$ cat config.mk
export PLATFORM = sky130hd
export DESIGN_NAME = root_counter_channel
export DESIGN_NICKNAME = d
export VERILOG_FILES = /design/src/rtl/rcc_pkg.sv /design/src/rtl/rcc_core.sv /design/src/rtl/root_counter_channel.sv
export SDC_FILE = /design/constraint.sdc
export NUM_CORES = 1
export LEC_CHECK = 0
export BUFFER_PORTS_ARGS = -buffer_cell sky130_fd_sc_hd__buf_2
export CORE_MARGIN = 5
export CORE_UTILIZATION = 60
export CTS_BUF_LIST = sky130_fd_sc_hd__clkbuf_16
export CTS_CLUSTER_SIZE = 14
export DETAILED_ROUTE_END_ITERATION = 8
export PLACE_DENSITY_LB_ADDON = 0.15
export SYNTH_ARGS = -nofsm -noshare
export SYNTH_HDL_FRONTEND = slang
export SYNTH_SLANG_ARGS = --single-unit
$ cat constraint.sdc
create_clock -name clk -period 6.55 [get_ports clk]
set_clock_uncertainty 0.1 [all_clocks]
set_input_delay 0.9825 -clock clk [delete_from_list [all_inputs] [get_ports clk]]
set_output_delay 0.9825 -clock clk [all_outputs]
set_load 0.005 [all_outputs]
$ cat src/rtl/rcc_pkg.sv
// Shared types and constants for the root counter channel.
`default_nettype none
package rcc_pkg;

  // Channel selection and prescaler divisors.
  localparam int unsigned CHANNEL        = 4;
  localparam int unsigned PIXEL_DIVISOR  = 8;
  localparam int unsigned HBLANK_DIVISOR = 2048;

  // Channels 0 to 2 are 16 bits wide; the rest are 32 bits wide.
  localparam bit NARROW = (CHANNEL < 3);
  localparam logic [31:0] VALUE_MASK = NARROW ? 32'h0000_ffff : 32'hffff_ffff;
  localparam logic [31:0] OVF_LIMIT  = NARROW ? 32'h0000_ffff : 32'hfffe_e000;

  // Channels 0, 1 and 3 use a free divisor on mode bit 8 and gate on bit 0.
  localparam bit ALT_GROUP = (CHANNEL == 0) || (CHANNEL == 1) || (CHANNEL == 3);
  localparam int unsigned ALT_DIV_RAW = (CHANNEL == 0) ? PIXEL_DIVISOR : HBLANK_DIVISOR;
  localparam logic [15:0] ALT_DIV_M1 =
    (ALT_DIV_RAW == 0) ? 16'd0 : 16'(ALT_DIV_RAW - 1);

  // Mode word flags.
  localparam logic [31:0] F_IRQ      = 32'h0000_0400;
  localparam logic [31:0] F_TARGET   = 32'h0000_0800;
  localparam logic [31:0] F_OVERFLOW = 32'h0000_1000;
  localparam logic [31:0] F_STOP     = 32'h0100_0000;

  // Mode word control bits.
  localparam int unsigned B_RESET_ON_TARGET = 3;
  localparam int unsigned B_IRQ_ON_TARGET   = 4;
  localparam int unsigned B_IRQ_ON_OVF      = 5;
  localparam int unsigned B_REPEAT          = 6;
  localparam int unsigned B_TOGGLE          = 7;
  localparam int unsigned B_ALT_SRC         = 8;
  localparam int unsigned B_CH2_DIV8        = 9;

  // Prescale selection codes for channels 4 and 5.
  localparam logic [1:0] PRE_DIV1   = 2'd0;
  localparam logic [1:0] PRE_DIV8   = 2'd1;
  localparam logic [1:0] PRE_DIV16  = 2'd2;
  localparam logic [1:0] PRE_DIV256 = 2'd3;

  typedef enum logic [1:0] {
    OP_TICK   = 2'd0,
    OP_COUNT  = 2'd1,
    OP_MODE   = 2'd2,
    OP_TARGET = 2'd3
  } op_t;

  typedef struct packed {
    op_t         operation;
    logic [31:0] write_value;
    logic        irq_pending;
  } in_beat_t;

  typedef struct packed {
    logic [31:0] count_out;
    logic [31:0] mode_out;
    logic        irq_request;
  } out_beat_t;

  typedef struct packed {
    logic [31:0] count;
    logic [31:0] mode;
    logic [31:0] target;
    logic        hold;
    logic [31:0] cycle_number;
    logic [15:0] rem;
  } chan_state_t;

  localparam chan_state_t STATE_RESET = '{
    count:        32'd0,
    mode:         F_IRQ,
    target:       32'd0,
    hold:         1'b0,
    cycle_number: 32'd0,
    rem:          16'd0
  };

endpackage
`default_nettype wire

$ cat src/rtl/rcc_core.sv
// Next-state and result logic for one beat of the root counter channel.
`default_nettype none
module rcc_core
  import rcc_pkg::*;
(
  input  wire chan_state_t state_cur,
  input  wire in_beat_t    beat,
  output chan_state_t      state_nxt,
  output out_beat_t        result
);

  logic [31:0] cyc_inc;
  logic [15:0] rem_inc;
  logic        hit;
  logic [31:0] cnt;
  logic [31:0] mode;
  logic        hold;
  logic        irq;
  logic [2:0]  gate;
  logic        gate_on;

  always_comb begin
    state_nxt = state_cur;
    irq       = 1'b0;
    cnt       = state_cur.count;
    mode      = state_cur.mode;
    hold      = state_cur.hold;
    gate      = beat.write_value[2:0];

    // Cycle counter and remainder against the free divisor.
    cyc_inc = state_cur.cycle_number + 32'd1;
    if (cyc_inc == 32'd0 || state_cur.rem == ALT_DIV_M1) begin
      rem_inc = 16'd0;
    end else begin
      rem_inc = state_cur.rem + 16'd1;
    end

    // Prescaler: does the new cycle number land on a multiple of the divisor?
    if (ALT_GROUP) begin
      hit = !state_cur.mode[B_ALT_SRC] || (rem_inc == 16'd0);
    end else if (CHANNEL == 2) begin
      hit = !state_cur.mode[B_CH2_DIV8] || (cyc_inc[2:0] == 3'd0);
    end else begin
      unique case (state_cur.mode[14:13])
        PRE_DIV1:   hit = 1'b1;
        PRE_DIV8:   hit = (cyc_inc[2:0] == 3'd0);
        PRE_DIV16:  hit = (cyc_inc[3:0] == 4'd0);
        PRE_DIV256: hit = (cyc_inc[7:0] == 8'd0);
        default:    hit = 1'b1;
      endcase
    end

    gate_on = ALT_GROUP ? beat.write_value[0] : (gate == 3'd1 || gate == 3'd7);

    unique case (beat.operation)
      OP_TICK: begin
        cnt = state_cur.count + {31'd0, hit};

        // Flags clear once the interrupt controller has taken the request.
        if (!beat.irq_pending) begin
          mode = (mode & ~(F_TARGET | F_OVERFLOW)) | F_IRQ;
        end

        // Target compare.
        if (!hold && cnt >= state_cur.target) begin
          mode = mode | F_TARGET;
          if (mode[B_TOGGLE] && mode[B_IRQ_ON_TARGET]) begin
            mode = mode & ~F_IRQ;
          end
          irq = mode[B_IRQ_ON_TARGET];
          if (mode[B_RESET_ON_TARGET]) begin
            cnt = 32'd0;
          end else begin
            hold = !mode[B_REPEAT];
          end
        end

        // Overflow check.
        if (cnt >= OVF_LIMIT) begin
          mode = mode | F_OVERFLOW;
          if (mode[B_IRQ_ON_OVF]) begin
            irq = 1'b1;
            if (mode[B_TOGGLE]) begin
              mode = mode & ~F_IRQ;
            end
          end
          cnt  = 32'd0;
          hold = 1'b0;
        end

        state_nxt.cycle_number = cyc_inc;
        state_nxt.rem          = rem_inc;
      end
      OP_COUNT: begin
        cnt = beat.write_value & VALUE_MASK;
      end
      OP_MODE: begin
        mode = beat.write_value | F_IRQ;
        if (gate_on) begin
          mode = mode | F_STOP;
        end
        cnt  = 32'd0;
        hold = 1'b0;
      end
      OP_TARGET: begin
        state_nxt.target = beat.write_value & VALUE_MASK;
      end
      default: begin
        cnt = state_cur.count;
      end
    endcase

    state_nxt.count = cnt;
    state_nxt.mode  = mode;
    state_nxt.hold  = hold;

    result.count_out   = cnt;
    result.mode_out    = mode;
    result.irq_request = irq;
  end

endmodule
`default_nettype wire

$ cat src/rtl/root_counter_channel.sv
// Top level of one root timer channel with input and result registers.
`default_nettype none
// One root timer channel. Every input beat (a tick or a write of count, mode or
// target) yields exactly one result beat holding the count, the mode word and
// the interrupt request for that step. The block takes one beat per clock
// while the result side does not stall. The accepting edge captures the beat
// in the input register; the result of the next-state logic then loads into
// the result register when that register is free.
// The channel state updates in that same single pass, so consecutive beats see
// each other's effects with no bubbles. A stall on the result side holds the
// result register and lets one further beat wait in the input register.
module root_counter_channel
  import rcc_pkg::*;
(
  input  wire       clk,
  input  wire       rst_n,
  input  wire       in_valid,
  output logic      in_stall,
  input  wire in_beat_t in_data,
  output logic      out_valid,
  input  wire       out_stall,
  output out_beat_t out_data
);

  logic        in_valid_r;
  in_beat_t    in_data_r;
  logic        out_valid_r;
  out_beat_t   out_data_r;
  chan_state_t state_r;
  chan_state_t state_nxt;
  out_beat_t   result;
  logic        advance;
  logic        step;

  // The result register frees up when empty or when its beat is taken.
  assign advance  = !out_valid_r || !out_stall;
  assign step     = in_valid_r && advance;
  assign in_stall = in_valid_r && !advance;

  rcc_core u_core (
    .state_cur (state_r),
    .beat      (in_data_r),
    .state_nxt (state_nxt),
    .result    (result)
  );

  // Input register.
  always_ff @(posedge clk) begin
    if (!rst_n) begin
      in_valid_r <= 1'b0;
    end else if (!in_stall) begin
      in_valid_r <= in_valid;
    end
    if (!in_stall && in_valid) begin
      in_data_r <= in_data;
    end
  end

  // Channel state and result register.
  always_ff @(posedge clk) begin
    if (!rst_n) begin
      state_r     <= STATE_RESET;
      out_valid_r <= 1'b0;
    end else begin
      if (step) begin
        state_r <= state_nxt;
      end
      if (advance) begin
        out_valid_r <= in_valid_r;
      end
    end
    if (step) begin
      out_data_r <= result;
    end
  end

  assign out_valid = out_valid_r;
  assign out_data  = out_data_r;

`ifndef SYNTHESIS
  // Writes never raise the interrupt.
  a_no_irq_on_write: assert property (@(posedge clk) disable iff (!rst_n)
    (step && in_data_r.operation != OP_TICK) |=> !out_data_r.irq_request)
    else $error("interrupt raised by a write beat");

  // A mode write restarts the count and leaves the interrupt flag set.
  a_mode_restart: assert property (@(posedge clk) disable iff (!rst_n)
    (step && in_data_r.operation == OP_MODE) |=>
      (state_r.count == 32'd0 && ((state_r.mode & F_IRQ) != 32'd0) && !state_r.hold))
    else $error("mode write did not restart the channel");

  // Each tick advances the cycle number by exactly one.
  a_cycle_step: assert property (@(posedge clk) disable iff (!rst_n)
    (step && in_data_r.operation == OP_TICK) |=>
      (state_r.cycle_number == 32'($past(state_r.cycle_number) + 32'd1)))
    else $error("cycle number did not advance by one");

  // The input side stalls only while a beat waits in the input register.
  a_stall_full: assert property (@(posedge clk) disable iff (!rst_n)
    in_stall |-> (in_valid_r && out_valid_r))
    else $error("input stalled with room available");
`endif

endmodule
`default_nettype wire
### Yosys cells after proc, flatten, opt, wreduce, memory -nomap -nowiden

Index checks and enable logic that the tools add are counted.
Widths: inputs -> output; s select.

| cells by class | value |
|---|---|
| $add $sub $neg | 2 |
| $lt $le $gt $ge | 2 |
| equal/unequal tests | 10 |
| muxes and demuxes | 25 |
| reductions and logical operators | 22 |

Operators with widths:

| kind | count |
|---|---|
| $mux 32 | 9 |
| $pmux 32 s3 | 1 |
| $pmux 32 s2 | 1 |
| $mux 11 | 3 |
| $add 32x1->32 | 1 |
| $add 32x1->32 const B | 1 |
| $ge 32x32->1 | 1 |
| $ge 32x32->1 const B | 1 |
| $mux 13 | 2 |
| $mux 25 | 1 |
| $eq 2x2->1 const B | 4 |
| $logic_not 8->1 | 1 |
| $logic_not 1->1 | 6 |
| $mux 1 | 6 |
| $logic_and 1x1->1 | 5 |
| $eq 2x1->1 const B | 2 |
| $logic_not 2->1 | 2 |
| $logic_not 4->1 | 1 |
| $pmux 1 s4 | 1 |
| $reduce_and 2->1 | 2 |
| $reduce_and 4->1 | 1 |
| $eq 3x1->1 const B | 1 |
| $eq 3x3->1 const B | 1 |
| $logic_not 3->1 | 1 |
| 5 further kinds | 6 |

| word-level totals | value |
|---|---|
| register bits | 231 |
| output and inout port bits | 67 |

### Logic depth before layout (Yosys ltp)

Gate-level depths: netlist (run 1).

| depth | value |
|---|---|
| depth in word-level cells | 14 |
| mapped depth | 28 |
| depth with buffers taken out | 23 |

### Hierarchy

A second synthesis (run 1) with hierarchy kept.

| unflattened totals | value |
|---|---|
| cell total of the unflattened synthesis | 1581 |
| area total of the unflattened synthesis | 14420.1 um^2 |

Modules (own cells, without submodules):

| module | times used | cells each | area each (um^2) | seq. area each (um^2) |
|---|---|---|---|---|
| root_counter_channel | 1 | 736 | 9016.1 | 5945.7 |
| rcc_core | 1 | 845 | 5403.9 | 0.0 |

### Worst setup path after synthesis (run 1)

No wires, ideal clock.

| path | value |
|---|---|
| path kind | register to register |
| from | register state_r[16] in the netlist's numbering |
| to | register out_data_r, in the netlist out_data[64] (data pin) |
| library setup time | 0.141 ns |
| arrival | 5.245 ns |
| data required time | 6.309 ns |
| path slack | 1.064 ns |
| cell stages (with the launch flop) | 27 |
| path buffers | 5 |
| clock period less this slack | 5.486 ns |
| cell sequence | dfxtp_1 ha_1 and3_1 o311ai_0 nand3_1 a22oi_1 ha_1 ha_1 buf_2 nand4_2 nor4_2 buf_4 nand2_1 nor3_1 xor2_1 ha_1 a21oi_1 nand2_1 a221oi_1 a21oi_1 a41o_1 and2_1 clkbuf_1 or3_1 buf_6 buf_6 a21oi_2 |

RTL lines:

| what | RTL line | source |
|---|---|---|
| start, declared | root_counter_channel.sv:29 | `chan_state_t state_r;` |
| start signal, assigned | root_counter_channel.sv:66 | `state_r <= state_nxt;` |
| end signal, assigned | root_counter_channel.sv:73 | `out_data_r <= result;` |
| end, declared | root_counter_channel.sv:28 | `out_beat_t out_data_r;` |

==> results of run 1 <==
[kinds of logic (layout without fill, tap and decap cells)]
group | Yosys count | count (layout) | synth area share, %
mux | 31 | 31 | 3.274
compound gates | 284 | 284 | 17.74
buf+inv | 131 | 207 | 5.389
simple gates | 394 | 394 | 17.44
flops | 207 | 207 | 48.60
fa+ha+maj | 36 | 36 | 4.255
xor+xnor | 39 | 39 | 3.298
[tightest hold or removal path, cell delays in order (launching register included)]
cell and delay (ns):
dfxtp_1 0.31, nand2_1 0.05, a21oi_1 0.05
[worst max path at each step]
stage,startpoint,endpoint,slack (ns)
after floorplan,state_r[16],out_data[64],1.06
after global placement,state_r[16],state_r[113],0.56
after detailed placement,state_r[16],state_r[113],0.36
after CTS,state_r[16],state_r[113],0.35
after global routing,state_r[16],out_data[49],0.02
final,state_r[16],out_data[49],0.47
[registers in the layout, summed over array words and instances (netlist names)]
signal / count
in_data_r: 35
in_valid_r: 1
out_data: 65
out_valid: 1
state_r: 105
[synth_stat cells, types with 4 or more instances]
master,number,area share (%)
a21oi_1,88,4.2
a21oi_2,5,0.41
a221o_1,8,0.76
a22oi_1,6,0.43
a31o_2,4,0.33
a31oi_1,6,0.35
a32oi_1,20,1.7
and2_1,8,0.47
and3_1,18,1.1
and4_1,6,0.50
buf_1,6,0.21
buf_2,9,0.43
buf_6,7,0.74
clkbuf_1,60,2.1
dfxtp_1,107,20
edfxtp_1,100,28
ha_1,36,4.3
inv_1,40,1.4
mux2_2,29,3.1
nand2_1,125,4.4
nand3_1,19,0.90
nand4_1,18,1.1
nor2_1,134,4.8
nor3_1,34,1.6
nor4_1,5,0.30
o211ai_1,19,1.3
o21ai_0,47,2.2
o221ai_1,8,0.66
o22ai_1,39,2.3
o41ai_1,7,0.58
or3_1,5,0.30
xnor2_1,24,2.0
xor2_1,14,1.2
[power groups by stage]
stage               sequential, mW  combinational [mW]  clock [mW]
finish                        1.49               0.346        1.16
CTS                           1.49               0.340        1.17
detailed placement            1.51               0.337           0
global route                  1.49               0.381        1.23
global placement              1.51               0.331           0
floorplan                     1.49               0.243           0
[final cells by class]
cell class	count	area (um2)	share of cell area [%]
clock buffer	22	550.5	4.647
clock inverter	18	116.4	0.9823
inverter	43	163.9	1.384
multi-input combinational	784	4908	41.43
sequential	207	5145	43.43
tap	225	281.5	2.376
timing repair buffer	124	680.7	5.746
[what timing repair did]
action                     in CTS  in global routing
hold buffers                    0                  0
gates resized for setup         0                  3
setup endpoints to repair       0                 44
[layer usage]
metal | part of all wire [%] | up-vias
met5 | 0 | -
met4 | 3.0 | 0
met3 | 8.5 | 75
met2 | 47 | 446
met1 | 42 | 4258
li1 | - | 4209
[through the flow]
stage	hold WS (ns)	instance area, um2	worst slack [ns]
finish	0.3558	11850	0.4746
floorplan	0.3363	10590	1.064
global placement	0.3428	11170	0.5618
CTS	0.3557	11830	0.3500
global route	0.3733	11850	0.01670
detailed placement	0.3471	11170	0.3568
[layout by cell type (no fill, tap or decap), types with 19 or more instances in the layout]
cell,instances
ha_1,35
o22ai_1,39
edfxtp_1,100
clkbuf_16,22
nor3_1,34
dfxtp_1,107
mux2_2,29
o21ai_0,47
nand2_1,122
nor2_1,132
xnor2_1,24
nand3_1,19
a32oi_1,20
o211ai_1,19
a21oi_1,88
buf_2,105
inv_1,50
==> metrics.md, run 1 <==
| Metric | Value |
|---|---|
| Outcome | finished clean |
| PwrDens | 252.9 nW/um2 |
| DRC Markers | 0 |
| Critical path peak fanout | 40 |
| # rows | 48 |
| Routability cong. | 0.9525 |
| Chip height | 142.8 um |
| HP Start | state_r[54] |
| Yosys reg bits | 207 |
| GRT Max-Usage Layer | met2 |
| Vias per cell | 6.316 |
| Arrival @ worst endpoint | 6.32 ns |
| Comb pwr share | 11.5% |
| TritonCTS clock tree | built |
| HPWL Detailed | 19.02 mm |
| Initial core utilization | 61.21% |
| Initial antenna violation count | 0 |
| Clock power frac | 38.8% |
| Proportion of layout cells with a drive suffix above 1 | 18.03% |
| # fillers | 1,337 |
| Final nets | 1,257 |
| Crit-path most repeated cell | ha_1 |
| H-tree levels | 1 |
| Asr flop ratio synth | 0% |
| FF-to-FF path depth | 22 |
| Syn nets | 1,197 |
| Worst Max-Slew Pin Slew | 1.124 ns |
| RSZ-0062 raised after global routing | false |
| Synth Warn # | 0 |
| Total CTS buffers | 22 |
| Dpl cells | 1,383 |
| Port buffer count | 105 |
| Highest Clock Rate | 0.1646 GHz |
| Core ar. | 17,300 um2 |
| Setup-failing EPs final | 0 |
| Buf+Inv Stages, Crit Path | 2 |
| Post-route insts no fill | 1,423 |
| Initial drt markers | 976 |
| Grt ovf | 0 |
| Wire per inst | 20.92 um |
| Sequential area share after synthesis | 48.60% |
| Critical Path End Type | register |
| Distinct cell type count of the synthesized netlist | 74 |
| Fin crit share | 92.75% |
| Max Cap Viol | 0 |
| Longest Clk Path Bufs | 3 |
| Worst endpoint required time | 6.80 ns |
| I/O pin count | 106 |
| First-pass GRT wire length | 47.67 mm |
| FF-to-FF Start | state_r[16] |
| Sw Pwr | 0.7860 mW |
| Hold path cells | 2 |
| Max stage delay on crit path | 0.67 ns |
| Synthesized netlist cell count | 1,122 |
| Vias in the first global route | 8,752 |
| Crit path cell chain | ha_1 -> and3_1 -> o311ai_0 -> nand3_1 -> a22oi_1 -> ha_1 -> ha_2 -> nand4_2 -> nor4_4 -> buf_4 -> nand4_1 -> xnor2_1 -> ha_1 -> nand2_1 -> o21ai_0 -> a221oi_1 -> a21oi_1 -> a41o_1 -> and2_1 -> or3_2 -> buf_12 -> a21oi_1 |
| Worst Hold Class | reg -> reg |
| First drt pass iteration count | 6 |
| CTS clock-pin slew for the worst setup and hold paths | 0.06 ns |
| Worst setup path category | reg -> reg |
| Final antenna-violating net count | 0 |
| Vias post-DR | 8,988 |
| WL final | 29.77 mm |
| Reg power frac | 49.7% |
| Pin count of the biggest net entering global routing | 60 |
| Met3 usage | 4.722% |
| Top_reg_cell synth | dfxtp_1 |
| Reg2Reg Setup Slack | 0.47 ns |
| Largest delay share family, worst path | simple AND/OR/NAND/NOR gates |
| Area added between synthesis and finish | 11.90% |
| Leak pwr | 4.494 nW |
| Post-CTS setup buffer count | 0 |
| CTS Sinks | 207 |
| CP max stage cell | or3_2 |
| Hold Crit Endpoint | state_r[54] |
| Die ar. | 20,400 um2 |
| GRT met1 Usage | 41.62% |
| Clk_lat worst skew | 0.52 ns |
| Final Hold Viols | 0 |
| Switch share | 26.23% |
| Design Power | 2.996 mW |
| CP Depth | 22 |
| Total global-route track usage | 29.26% |
| Int Pwr | 2.210 mW |
| Final design utilization | 68.49% |
| Netlist Area Pre-Place | 10,590 um2 |
| Die X-Extent | 142.8 um |
| RR Endpoint | out_data[49] |
| N_diodes | 0 |
| Final setup TNS | 0 ns |
| Slew margin rel. | 24.96% |
| Syn Area/Cell | 9.435 um2 |
| Final max-slew violation count | 0 |
| Startpoint Class | register |
| Peak supply drop | 227.3 uV |
| Root Buffer | clkbuf_16 |
| Grt met2 use | 45.55% |
| Fin crit period | 6.075 ns |
| EDFF count, synth | 100 |
No activity file was read; power rests on OpenSTA's default activity.
==> run 2: changes to the inputs <==
--- a/config.mk
+++ b/config.mk
@@ -6,7 +6,6 @@
 export NUM_CORES = 1
 export LEC_CHECK = 0
 export BUFFER_PORTS_ARGS = -buffer_cell sky130_fd_sc_hd__buf_2
-export CORE_MARGIN = 5
 export CORE_UTILIZATION = 60
 export CTS_BUF_LIST = sky130_fd_sc_hd__clkbuf_16
 export CTS_CLUSTER_SIZE = 14
==> constraint.sdc (replaced) <==
create_clock -name clk -period 5.8 [get_ports clk]
set_clock_uncertainty 0.1 [all_clocks]
set_input_delay 0.87 -clock clk [delete_from_list [all_inputs] [get_ports clk]]
set_output_delay 0.87 -clock clk [all_outputs]
set_load 0.005 [all_outputs]
==> run 2 against run 1 <==
Worst hold slack got worse by 0.00090 ns. Die area fell by 11%. Largest power group unchanged. Final area rose by 1.8%. Cell count rose by 1.2%. Flip-flop and latch count did not move. Combinational power rose by 14%. Critical endpoint is now out_data[39]. Count of clock-buffer cells in the layout rose by 1. Wire length fell by 2.0%. Via count rose by 1.6%. Fmax rose by 12%. Global-route usage rose by 3.2 points. Largest cell class unchanged.
==> metrics.md, run 2 (synthesized netlist as in run 1, its figures left out) <==
| Metric | Value |
|---|---|
| Leak pwr | 4.615 nW (+2.7%) |
| Sw Pwr | 0.8700 mW (+11%) |
| Initial drt markers | 1,102 (+13%) |
| Worst Hold Class | reg -> reg |
| Vias post-DR | 9,132 (+1.6%) |
| Wire per inst | 20.25 um (-3.2%) |
| Design Power | 3.483 mW (+16%) |
| Max Cap Viol | 0 (unchanged) |
| Hold Crit Endpoint | state_r[61] |
| RSZ-0062 raised after global routing | false |
| Initial antenna violation count | 0 (unchanged) |
| Total global-route track usage | 32.43% (+3.2 points) |
| RR Endpoint | out_data[39] |
| Final nets | 1,276 (+1.5%) |
| Comb pwr share | 11.3% (-0.2 points) |
| Worst endpoint required time | 6.04 ns (-0.76 ns) |
| Int Pwr | 2.613 mW (+18%) |
| Slew margin rel. | 22.26% (-2.7 points) |
| Total CTS buffers | 22 (unchanged) |
| Vias per cell | 6.342 (+0.40%) |
| Fin crit share | 93.55% (+0.80 points) |
| Setup-failing EPs final | 0 (unchanged) |
| Critical path peak fanout | 28 (-30%) |
| Root Buffer | clkbuf_16 |
| Chip height | 134.8 um (-5.6%) |
| Critical Path End Type | register |
| Clock power frac | 40.4% (+1.6 points) |
| Vias in the first global route | 8,532 (-2.5%) |
| Dpl cells | 1,398 (+1.1%) |
| Core ar. | 17,240 um2 (-0.35%) |
| Longest Clk Path Bufs | 3 (unchanged) |
| Peak supply drop | 322.4 uV (+42%) |
| Final antenna-violating net count | 0 (unchanged) |
| FF-to-FF path depth | 22 (unchanged) |
| Die ar. | 18,180 um2 (-11%) |
| Worst setup path category | reg -> reg |
| Setup ws final | 0.3739 ns (-0.1007 ns) |
| Final setup TNS | 0 ns (unchanged) |
| CTS clock-pin slew for the worst setup and hold paths | 0.06 ns (about the same) |
| Pin count of the biggest net entering global routing | 75 (+25%) |
| Grt ovf | 0 (unchanged) |
| H-tree levels | 1 (unchanged) |
| Proportion of layout cells with a drive suffix above 1 | 20.00% (+2.0 points) |
| TritonCTS clock tree | built |
| Arrival @ worst endpoint | 5.67 ns (-0.65 ns) |
| PwrDens | 288.8 nW/um2 (+14%) |
| Post-route insts no fill | 1,440 (+1.2%) |
| Final max-slew violation count | 0 (unchanged) |
| Largest register FFs | 105 (unchanged) |
| First-pass GRT wire length | 45.64 mm (-4.2%) |
| Fin crit period | 5.426 ns (-0.6493 ns) |
| Initial core utilization | 61.42% (+0.21 points) |
| N_diodes | 0 (unchanged) |
| # rows | 48 (unchanged) |
| First drt pass iteration count | 6 (unchanged) |
| I/O pin count | 106 (unchanged) |
| DRC Markers | 0 (unchanged) |
| Startpoint Class | register |
| Largest Register | state_r |
| Switch share | 24.98% (-1.3 points) |
| Port buffer count | 105 (unchanged) |
| FF-to-FF Start | state_r[21] |
| Outcome | finished clean |
| CTS Sinks | 207 (unchanged) |
| Highest Clock Rate | 0.1843 GHz (+12%) |
| Setup WS pre-CTS | 0.1794 ns (-0.1774 ns) |
| Die X-Extent | 134.8 um (-5.6%) |
| Routability cong. | 0.9135 (-4.1%) |
| Most common cell after layout, fill and taps aside | nor2_1 |
| WL final | 29.16 mm (-2.0%) |
| Final Hold Viols | 0 (unchanged) |
| HP Start | state_r[61] |
| Most frequent cells in the layout | nor2_1 (133), nand2_1 (124), dfxtp_1 (105), buf_2 (105), edfxtp_1 (100) |
| Clk_lat worst skew | 0.50 ns (-0.02 ns) |
| Reg power frac | 48.3% (-1.4 points) |
| HPWL Detailed | 18.68 mm (-1.8%) |
| Reg2Reg Setup Slack | 0.37 ns (-0.10 ns) |
| Hold path cells | 2 (unchanged) |
| Worst Max-Slew Pin Slew | 1.164 ns (+0.03924 ns) |
| Area added between synthesis and finish | 13.92% |
## run 2: cell types whose count changed in the layout (fill, tap and decap cells not counted), moves of 3 or more
| cell | before | now |
|---|---|---|
| inv_1 | 50 | 44 |
| buf_6 | 0 | 3 |
| clkinv_2 | 1 | 5 |
| buf_4 | 18 | 35 |
## run 2: worst max path at each step
stage                     start            to  slack (ns)  depth (start not counted)
floorplan           state_r[16]  out_data[64]        0.31                         26
global placement    state_r[16]  state_r[113]        0.27                         22
detailed placement  state_r[16]  out_data[44]        0.18                         22
CTS                 state_r[16]  out_data[39]        0.14                         22
global route        state_r[21]  state_r[113]       0.007                         24
finish              state_r[21]  out_data[39]        0.37                         22
## run 2: layer usage
layer	track usage, %	share of wire, %
met5	0	0
met4	12.80	3.1
met3	4.880	8.3
met2	51.46	46
met1	44.70	42
## run 2: area by class of cell
class	instances	area [um2]
clock buffer	23	575.6
multi-input combinational	784	4925
fill	1347	5176
clock inverter	15	145.1
tap	225	281.5
timing repair buffer	143	822.0
sequential	207	5147
inverter	43	163.9
## run 2: repair_timing
action | 4_1_cts | 5_1_grt
hold buffers | 0 | 0
buffers inserted | 0 | 4
endpoints found under the setup margin | 0 | 64
gates resized for setup | 0 | 12
## run 2: power by group through the flow
stage,logic (mW),registers [mW],clock network [mW]
after floorplan,0.275,1.68,0
after global placement,0.373,1.71,0
after detailed placement,0.381,1.71,0
after CTS,0.385,1.68,1.42
after global routing,0.430,1.69,1.48
final,0.393,1.68,1.41
## run 2: critical path, cell delays in order (launching register included)
cell and delay (ns):
dfxtp_1 0.34, or3_1 0.40, mux2i_1 0.14, nand3_1 0.09
o311ai_1 0.09, nand3_1 0.11, a22oi_1 0.21, ha_2 0.24
ha_1 0.19, nand4_2 0.18, nor4_4 0.24, buf_6 0.19
nand3_1 0.12, xnor2_2 0.18, ha_1 0.33, and4_1 0.23
a221oi_1 0.28, o21ai_1 0.18, a41o_1 0.30, and2_1 0.20
or3_2 0.51, buf_6 0.22, a21oi_1 0.18
## run 2: per-stage QoR
step | cell area [um2] | hold slack, ns | util [%]
detailed placement | 11260 | 0.3467 | 65.33
CTS | 11980 | 0.3554 | 69.51
global placement | 11260 | 0.3415 | 65.33
global route | 12060 | 0.3751 | 69.97
floorplan | 10590 | 0.3363 | -
finish | 12060 | 0.3549 | 69.97
==> run 3: changes to the inputs <==
==> constraint.sdc (replaced) <==
create_clock -name clk -period 6.9 [get_ports clk]
set_clock_uncertainty 0.1 [all_clocks]
set_input_delay 1.035 -clock clk [delete_from_list [all_inputs] [get_ports clk]]
set_output_delay 1.035 -clock clk [all_outputs]
set_load 0.005 [all_outputs]
==> run 3 against run 2 <==
Register-to-register slack better by 0.19 ns. Flip-flop and latch count unchanged. Worst setup slack better by 0.19 ns. First-iteration DRC count down 24%. Via count down 0.59%. Final area down 2.2%. Sequential share of layout area up 0.93 points. Fmax down 14%. Cell count down 1.4%. Critical path depth up 1. Sequential power down 16%. Worst hold slack worse by 0.0019 ns. Critical endpoint is now out_data[38]. Highest routed layer unchanged.
==> metrics.md, run 3 (synthesized netlist as in run 1, its figures left out) <==
| Metric | Value |
|---|---|
| Largest Register | state_r |
| Area added between synthesis and finish | 11.44% |
| Post-route insts no fill | 1,420 (-1.4%) |
| Worst endpoint required time | 7.16 ns (+1.12 ns) |
| DRC Markers | 0 (unchanged) |
| Vias per cell | 6.393 (+0.81%) |
| CP max stage cell | nor3_4 |
| RSZ-0062 raised after global routing | false |
| Largest register FFs | 105 (unchanged) |
| Dpl cells | 1,380 (-1.3%) |
| Final setup TNS | 0 ns (unchanged) |
| Wire per inst | 20.34 um (+0.41%) |
| Root Buffer | clkbuf_16 |
| Peak supply drop | 254.3 uV (-21%) |
| Critical Path End Type | register |
| Max stage delay on crit path | 0.56 ns (+0.05 ns) |
| Clk_lat worst skew | 0.53 ns (+0.03 ns) |
| TritonCTS clock tree | built |
| Port buffer count | 105 (unchanged) |
| Design Power | 2.840 mW (-18%) |
| Leak pwr | 4.462 nW (-3.3%) |
| Startpoint Class | register |
| Die ar. | 18,180 um2 (unchanged) |
| Grt ovf | 0 (unchanged) |
| Vias post-DR | 9,078 (-0.59%) |
| Worst Max-Slew Pin Slew | 1.133 ns (-0.03087 ns) |
| H-tree levels | 1 (unchanged) |
| Hold-fix buffers, CTS | 0 (unchanged) |
| Fin crit share | 91.79% (-1.8 points) |
| Final nets | 1,254 (-1.7%) |
| Setup ws final | 0.5662 ns (+0.1923 ns) |
| N_diodes | 0 (unchanged) |
| Vias in the first global route | 8,453 (-0.93%) |
| First drt pass iteration count | 5 (-1) |
| Worst setup path category | reg -> reg |
| Highest Clock Rate | 0.1579 GHz (-14%) |
| # rows | 48 (unchanged) |
| CTS Sinks | 207 (unchanged) |
| Most common cell after layout, fill and taps aside | nor2_1 |
| Slew margin rel. | 24.40% (+2.1 points) |
| Arrival @ worst endpoint | 6.60 ns (+0.93 ns) |
| Worst Hold Class | reg -> reg |
| Most frequent cells in the layout | nor2_1 (132), nand2_1 (124), dfxtp_1 (107), buf_2 (105), edfxtp_1 (100) |
| Core ar. | 17,240 um2 (unchanged) |
| Final Hold Viols | 0 (unchanged) |
| Chip height | 134.8 um (unchanged) |
| Final antenna-violating net count | 0 (unchanged) |
| I/O pin count | 106 (unchanged) |
| Setup-failing EPs final | 0 (unchanged) |
| Largest delay share family, worst path | simple AND/OR/NAND/NOR gates |
| Max Cap Viol | 0 (unchanged) |
| First-pass GRT wire length | 45.40 mm (-0.53%) |
| Fin crit period | 6.334 ns (+0.9077 ns) |
| Longest Clk Path Bufs | 3 (unchanged) |
| Total global-route track usage | 31.94% (-0.49 points) |
| Buf+Inv Stages, Crit Path | 2 (unchanged) |
| Initial core utilization | 61.42% (unchanged) |
| Proportion of layout cells with a drive suffix above 1 | 17.74% (-2.3 points) |
| Routability cong. | 0.9482 (+3.8%) |
| Outcome | finished clean |
| PwrDens | 240.8 nW/um2 (-17%) |
| Die X-Extent | 134.8 um (unchanged) |
| Pin count of the biggest net entering global routing | 77 (+2.7%) |
| Initial drt markers | 833 (-24%) |
| Final max-slew violation count | 0 (unchanged) |
| Crit-path most repeated cell | ha_1 |
| Critical path peak fanout | 15 (-46%) |
| HPWL Detailed | 18.38 mm (-1.6%) |
| Crit path cell chain | ha_1 -> and3_1 -> o311ai_0 -> nand3_1 -> a22oi_1 -> ha_1 -> ha_1 -> nand4_2 -> nor4_2 -> buf_4 -> nand2_1 -> nor3_1 -> xor2_1 -> ha_1 -> a21oi_1 -> nand2_1 -> a221oi_1 -> a21oi_1 -> a41o_1 -> and2_1 -> buf_4 -> nor3_4 -> a221o_1 |
| Setup WS pre-CTS | 0.3519 ns (+0.1725 ns) |
| WL final | 28.88 mm (-0.98%) |
| CTS clock-pin slew for the worst setup and hold paths | 0.06 ns (about the same) |
| Total CTS buffers | 22 (unchanged) |
| Initial antenna violation count | 0 (unchanged) |
## run 3: cell count changes in the layout (fill, tap and decap cells not counted), sizes merged
cell    delta
bufinv     -2
buf       -22
clkbuf     -1
inv        +5
## run 3: path summary, 6_finish.rpt
path | startpoint | cells after the start | end | slack, ns
setup / recovery | state_r[16] | 23 | out_data[38] | 0.57
hold / removal | state_r[68] | 2 | state_r[68] | 0.35
setup reg to reg | state_r[16] | 23 | out_data[38] | 0.57
hold reg to reg | state_r[68] | 2 | state_r[68] | 0.35
## run 3: final cells by class
| type | count | area [um2] |
|---|---|---|
| Timing Repair Buffer | 121 | 645.6 |
| Inverter | 43 | 163.9 |
| Tap cell | 225 | 281.5 |
| Fill cell | 1310 | 5439 |
| Clock buffer | 22 | 550.5 |
| Multi-Input combinational cell | 784 | 4896 |
| Clock inverter | 18 | 115.1 |
| Sequential cell | 207 | 5145 |
## run 3: routing by layer
metal / track usage (%) / wire length (um) / vias to the layer above
met4: 9.363 / 755 / 0
met3: 3.716 / 2424 / 67
met1: 45.41 / 12340 / 4328
li1: - / - / 4208
met2: 51.40 / 13350 / 475
met5: 0 / 0 / -
## run 3: per-stage QoR
step           cell area (um2)  util, %  hold WS [ns]
2_1_floorplan            10590        -        0.3363
3_3_place_gp             11130    64.56        0.3421
3_5_place_dp             11130    64.56        0.3474
4_1_cts                  11790    68.42        0.3556
5_1_grt                  11800    68.45        0.3794
6_report                 11800    68.45        0.3530
## run 3: where the power goes
part	total (mW)	switching [mW]	internal [mW]	leakage, nW
Sequential	1.41	0.0558	1.36	1.83
Clock	1.10	0.486	0.617	0.359
Combinational	0.325	0.203	0.122	2.27
## run 3: worst reg2reg max path, cell delays in order, from the launching register on
cell and delay (ns):
dfxtp_1 0.35, ha_1 0.24, and3_1 0.23, o311ai_0 0.34, nand3_1 0.12, a22oi_1 0.23
ha_1 0.24, ha_1 0.32, nand4_2 0.20, nor4_2 0.26, buf_4 0.24, nand2_1 0.21
nor3_1 0.28, xor2_1 0.30, ha_1 0.32, a21oi_1 0.16, nand2_1 0.06, a221oi_1 0.36
a21oi_1 0.11, a41o_1 0.25, and2_1 0.18, buf_4 0.22, nor3_4 0.56, a221o_1 0.28
## run 3: timing repair
action,CTS,global route
setup buffers,0,0
hold endpoints to repair,0,0
gates resized for setup,0,1
endpoints found under the setup margin,0,25
